==> src/rtl/wrm_fifo.sv <==
// ----------------------------------------------------------------------------
// wrm_fifo
// Small register queue that decouples the front and back of the meter.
// ----------------------------------------------------------------------------
module wrm_fifo #(
	parameter int unsigned WIDTH = 8,
	parameter int unsigned DEPTH = 2
) (
	input  logic             clk,
	input  logic             arst_n,
	input  logic             push,
	input  logic [WIDTH-1:0] wdata,
	output logic             full,
	input  logic             pop,
	output logic [WIDTH-1:0] rdata,
	output logic             empty
);
	localparam int unsigned AW = (DEPTH > 1) ? $clog2(DEPTH) : 1;

	logic [WIDTH-1:0] mem_q [DEPTH];
	logic [AW-1:0]    wr_q, rd_q;
	logic [AW:0]      cnt_q;
	logic             do_push, do_pop;

	assign full = (cnt_q == (AW+1)'(DEPTH));
	assign empty = (cnt_q == '0);
	assign do_push = push && !full;
	assign do_pop = pop && !empty;
	assign rdata = mem_q[rd_q];

	always_ff @(posedge clk) begin
		if (do_push) begin
			mem_q[wr_q] <= wdata;
		end
	end

	always_ff @(posedge clk or negedge arst_n) begin
		if (!arst_n) begin
			wr_q <= '0;
			rd_q <= '0;
			cnt_q <= '0;
		end else begin
			if (do_push) begin
				wr_q <= (wr_q == AW'(DEPTH-1)) ? '0 : wr_q + 1'b1;
			end
			if (do_pop) begin
				rd_q <= (rd_q == AW'(DEPTH-1)) ? '0 : rd_q + 1'b1;
			end
			cnt_q <= cnt_q + (AW+1)'(do_push) - (AW+1)'(do_pop);
		end
	end
endmodule

==> config.mk <==
export PLATFORM = sky130hd
export DESIGN_NAME = wrm_fifo
export DESIGN_NICKNAME = d
export VERILOG_FILES = /design/src/rtl/wrm_fifo.sv
export SDC_FILE = /design/constraint.sdc
export NUM_CORES = 1
export LEC_CHECK = 0
export BUFFER_PORTS_ARGS = -buffer_cell sky130_fd_sc_hd__buf_2
export CAP_MARGIN = 20
export CORE_MARGIN = 1.5
export CORE_UTILIZATION = 45
export DETAILED_ROUTE_END_ITERATION = 6
export HOLD_SLACK_MARGIN = 0.06
export PLACE_DENSITY = 0.7
export SLEW_MARGIN = 20
export SYNTH_ARGS = -nofsm -noshare
export SYNTH_HDL_FRONTEND = slang
export SYNTH_SLANG_ARGS = --single-unit
export TNS_END_PERCENT = 50
==> constraint.sdc <==
create_clock -name clk -period 3.9 [get_ports clk]
set_clock_uncertainty 0.05 [all_clocks]
set_input_delay 0.195 -clock clk [delete_from_list [all_inputs] [get_ports clk]]
set_output_delay 0.195 -clock clk [all_outputs]
set_load 0.005 [all_outputs]
---- Word level (Yosys, flattened, before mapping) ----
Memory sizes are Yosys's and may differ from the RTL's.
Cells that the tools add are included.
cells by class
  add/subtract/negate cells ............... 4
  multiply operators ...................... 0
  div/mod/pow operators ................... 0
  order comparisons ....................... 0
  equal/unequal tests ..................... 1
  shifts and indexed selects .............. 0
  mux-type cells .......................... 4
  bitwise operators ....................... 0
  reduce and logical (&&, ||, !) cells .... 5
operators with widths
  kind                 number
  $mux 1               4
  $add 1x1->1 const B  2
  $add 2x1->2          1
  $eq 2x2->1 const B   1
  $logic_and 1x1->1    2
  $logic_not 1->1      2
  $logic_not 2->1      1
  $sub 2x1->2          1
word-level totals
  flip-flop bits (word level) ............. 4
  bits in latches ......................... 0
  bits in writable memories ............... 16
  memory bits (read-only) ................. 0
  input port bits ......................... 12
  output and inout bits ................... 10
  word-level logic and storage cells ...... 18
  memories ................................ 1
memories
  memory  depth  bits a word  rd ports  clocked after memory_dff  write ports  RTL line  RTL
  mem_q   2      8            1         0                         1            20        logic [WIDTH-1:0] mem_q [DEPTH];

---- Longest topological paths before layout ----
  word-level depth ........................ 5
  mapped depth ............................ 7
  gate-level depth less buffers ........... 7

---- Worst setup path after synthesis ----
OpenSTA, ideal clock, no wires.
  path kind ............................... reg-to-reg
  start ................................... register cnt_q[1]
  end ..................................... register cnt_q[1]
  setup time .............................. 0.123 ns
  data arrival time ....................... 1.306 ns
  data required time ...................... 3.727 ns
  path slack .............................. 2.421 ns
  cell stages (with the launch flop) ...... 8
  path buffers ............................ 0
  clock period less this slack ............ 1.479 ns
  path through ............................ dfrtp_1 -> nand2b_1 -> nand2_1 -> ha_1 -> inv_1 -> ha_1 -> xnor2_1 -> xnor2_1
between the ends
  longest elaborated chain between the ends .. 5
  elaborated cells on any way between the ends .. 8
  those cells by class .................... add/sub: 2; eq/ne: 1; reduce/logical: 5
RTL lines
  element                 RTL line  RTL
  from (decl)             22        logic [AW:0] cnt_q;
  from (signal assigned)  49        cnt_q <= cnt_q + (AW+1)'(do_push) - (AW+1)'(do_pop);
  $eq 2x2->1              25        assign full = (cnt_q == (AW+1)'(DEPTH));
  $logic_not 1->1         27        assign do_push = push && !full;
  $logic_and 1x1->1       27
  $add 2x1->2             49
  $sub 2x1->2 (*)         49
Every way passes the cells marked *; elsewhere a longest branch is shown, timed or not.
A chain may end at the register's enable or synchronous reset.

---- Worst setup path in the final report ----
  start ................................... register cnt_q[0]
  end ..................................... memory mem_q[0][6], enable pin
between the ends
  longest elaborated chain between the ends .. 5
RTL lines
  element                       RTL line  RTL
  $eq 2x2->1                    25
  $logic_not 1->1               27
  $logic_and 1x1->1             27
  $mux 1                        32        if (do_push) begin
  $mux 1 (not written as such)  33        mem_q[wr_q] <= wdata;
  to (decl)                     20
Every way passes these cells.

==> impl_metrics.json <==
{
  "dr.pass1.iters": 4,
  "finalSetupTns_ns": 0,
  "worst_pin_slew_ns": 0.699,
  "rsz0062_at_grt": "false",
  "ys_seq_area_share_pct": 74.0,
  "critical_path.slowest_cell": "nor2_1",
  "worst-setup-path-type": "reg -> reg",
  "clk_pin_slew_ns": 0.10,
  "synth-simple-area-share_pct": 4.47,
  "via_per_inst": 4.90,
  "placed_area_um2": 898,
  "grt_pass1_vias": 433,
  "fin_hold_ws_ns": 0.170,
  "portBuffers": 21,
  "hold_viol": 0,
  "cp-startpoint": "cnt_q[0]$_DFF_PN0_",
  "cap_violations": 0,
  "critPathMaxFanout": 8,
  "finalCritPeriodShare_pct": 41.7,
  "synth_top_family_by_area": "multiplexers",
  "clk_latency_ns": 0.28,
  "ioPinCount": 22,
  "start_util_pct": 49.8,
  "required_ns": 3.78,
  "critPathArrivalTime_ns": 1.51,
  "n_antenna_cell": 0,
  "root_buffer": "clkbuf_4",
  "drt-total-wl_um": 1250,
  "syn_nets": 57,
  "place_inst": 79,
  "fp.dieArea_mm2": 0.00200,
  "syn_area_per_cell_um2": 18.2,
  "synth_compound_area_share_pct": 0,
  "vias": 451,
  "synth.cell_area_um2": 785,
  "synth.ff_latch_count": 20,
  "power-per-cell-area_mw_per_mm2": 643,
  "finalCriticalPeriod_ns": 1.63,
  "timing.fmax_mhz": 614,
  "drive_gt1_share_pct": 46.1,
  "muxShareOfSynthArea_pct": 11.5,
  "final_nets": 91,
  "final_cell_mix": "buf_2, edfxtp_1, dlygate4sd3_1",
  "n_fill_cell": 121,
  "drtIter0Drc": 9,
  "antenna_found_initial": 0,
  "die_w_um": 44.8,
  "synth_cell_types": 14,
  "clock_path_buffers": 2,
  "syn_inst": 43,
  "cts_tree": "yes",
  "core_area_mm2": 0.00158,
  "grt-ovfl-total": 0,
  "cts_buffers": 3,
  "hold_class": "in -> reg",
  "reg2reg_from": "cnt_q[0]$_DFF_PN0_",
  "fp-row-count": 14,
  "slew_viol_final": 0,
  "cts_max_level": 1,
  "yosys.area_share.xor_xnor_pct": 4.47,
  "final_cell_area_mm2": 0.00102,
  "relSlewSlack_pct": 53.2,
  "area_delta_synth_final_pct": 30.6,
  "cp-end-kind": "register",
  "setup_viol": 0,
  "cp-start-kind": "register",
  "outcome": "finished, final reports clean",
  "wl_per_cell_um": 13.6,
  "power.leakage_nw": 0.427,
  "detailed_place_hpwl_um": 775,
  "die_h_um": 44.8,
  "ys.warnings.count": 0,
  "cts_setup_buffers": 0,
  "crit_chain": "nand2b_1 > nand2_1 > nor2_1",
  "yosys.area_share.adder_pct": 3.19,
  "drcViolationCount": 0,
  "grt_max_degree": 12,
  "hold_path_startpoint": "push",
  "final_common_cell": "buf_2",
  "fin_cells": 92,
  "cts.sinks": 20,
  "antenna_left": 0,
  "grt_use_total_pct": 13.8,
  "grt_pass1_wl_um": 1860,
  "max_stage_delay_ns": 0.55,
  "worst_ir_drop_vdd_mv": 0.458,
  "place_congestion": 0.660
}
[critical path, delay by kind of cell, from the launching register on]
family | cells | cell delay [ns]
and+or+nand+nor | 3 | 0.82
DFF | 1 | 0.40
[state kept, by name, indices dropped and copies added (netlist names)]
name / cells
cnt_q: 2
rd_q: 1
mem_q: 16
wr_q: 1
[path summary, 6_finish.rpt]
path / endpoint / slack (ns) / depth (start not counted)
worst min register to register: wr_q$_DFFE_PN0N_ / 0.46 / 1
worst min-delay path: wr_q$_DFFE_PN0N_ / 0.17 / 3
worst max-delay path: mem_q[0][6]$_DFFE_PP_ / 2.27 / 3
max in group asynchronous: wr_q$_DFFE_PN0N_ / 3.49 / 2
worst max register to register: mem_q[0][6]$_DFFE_PP_ / 2.27 / 3
min in group asynchronous: cnt_q[1]$_DFF_PN0_ / 0.19 / 2
[through the flow]
stage               utilization [%]  total power, mW  worst slack, ns
floorplan                         -            0.481             2.42
global placement               57.0            0.541             2.29
detailed placement             57.0            0.546             2.27
CTS                            65.0            0.666             2.25
global route                   65.0            0.706             2.13
finish                         65.0            0.659             2.27
[synthesized netlist by cell type (all sizes together)]
cell	instances	area, um2
dfrtp	4	100
nor2	2	10.0
xor2	1	8.76
nand2	1	3.75
inv	2	7.51
ha	2	25.0
buf	1	11.3
edfxtp	16	480
mux2	8	90.1
and3	1	6.26
nand2b	1	6.26
nor2b	1	8.76
xnor2	3	26.3
[final cells by class]
| class | count | area [um2] | area share (%) |
|---|---|---|---|
| Timing Repair Buffer | 30 | 195 | 19.0 |
| Multi-Input combinational cell | 20 | 185 | 18.1 |
| Inverter | 2 | 7.51 | 0.733 |
| Tap cell | 16 | 20.0 | 1.95 |
| Sequential cell | 20 | 581 | 56.7 |
| Clock buffer | 4 | 36.3 | 3.54 |
[logic make-up after synthesis]
group                    count (synthesis)
AND/OR/NAND/NOR                          6
flip-flops                              20
multiplexers                             8
XOR/XNOR                                 4
adder cells (fa/ha/maj)                  2
buffers and inverters                    3
[layer usage]
metal	GRT usage [%]	vias to the layer above	wire (um)
met5	0	-	0
met4	3.64	0	0
met3	3.60	0	33
met2	25.8	9	713
met1	15.2	222	502
li1	-	220	-
[report_power, final]
group | switching, mW | internal (mW)
clock network | 0.0567 | 0.0567
logic | 0.0875 | 0.118
registers | 0.0409 | 0.299
[repair_timing]
action                                 4_1_cts  5_1_grt
endpoints found under the hold margin       20        0
hold buffers                                 9        0
gates resized for setup                      0        0
Note: power is estimated with default switching activity, not from simulation.
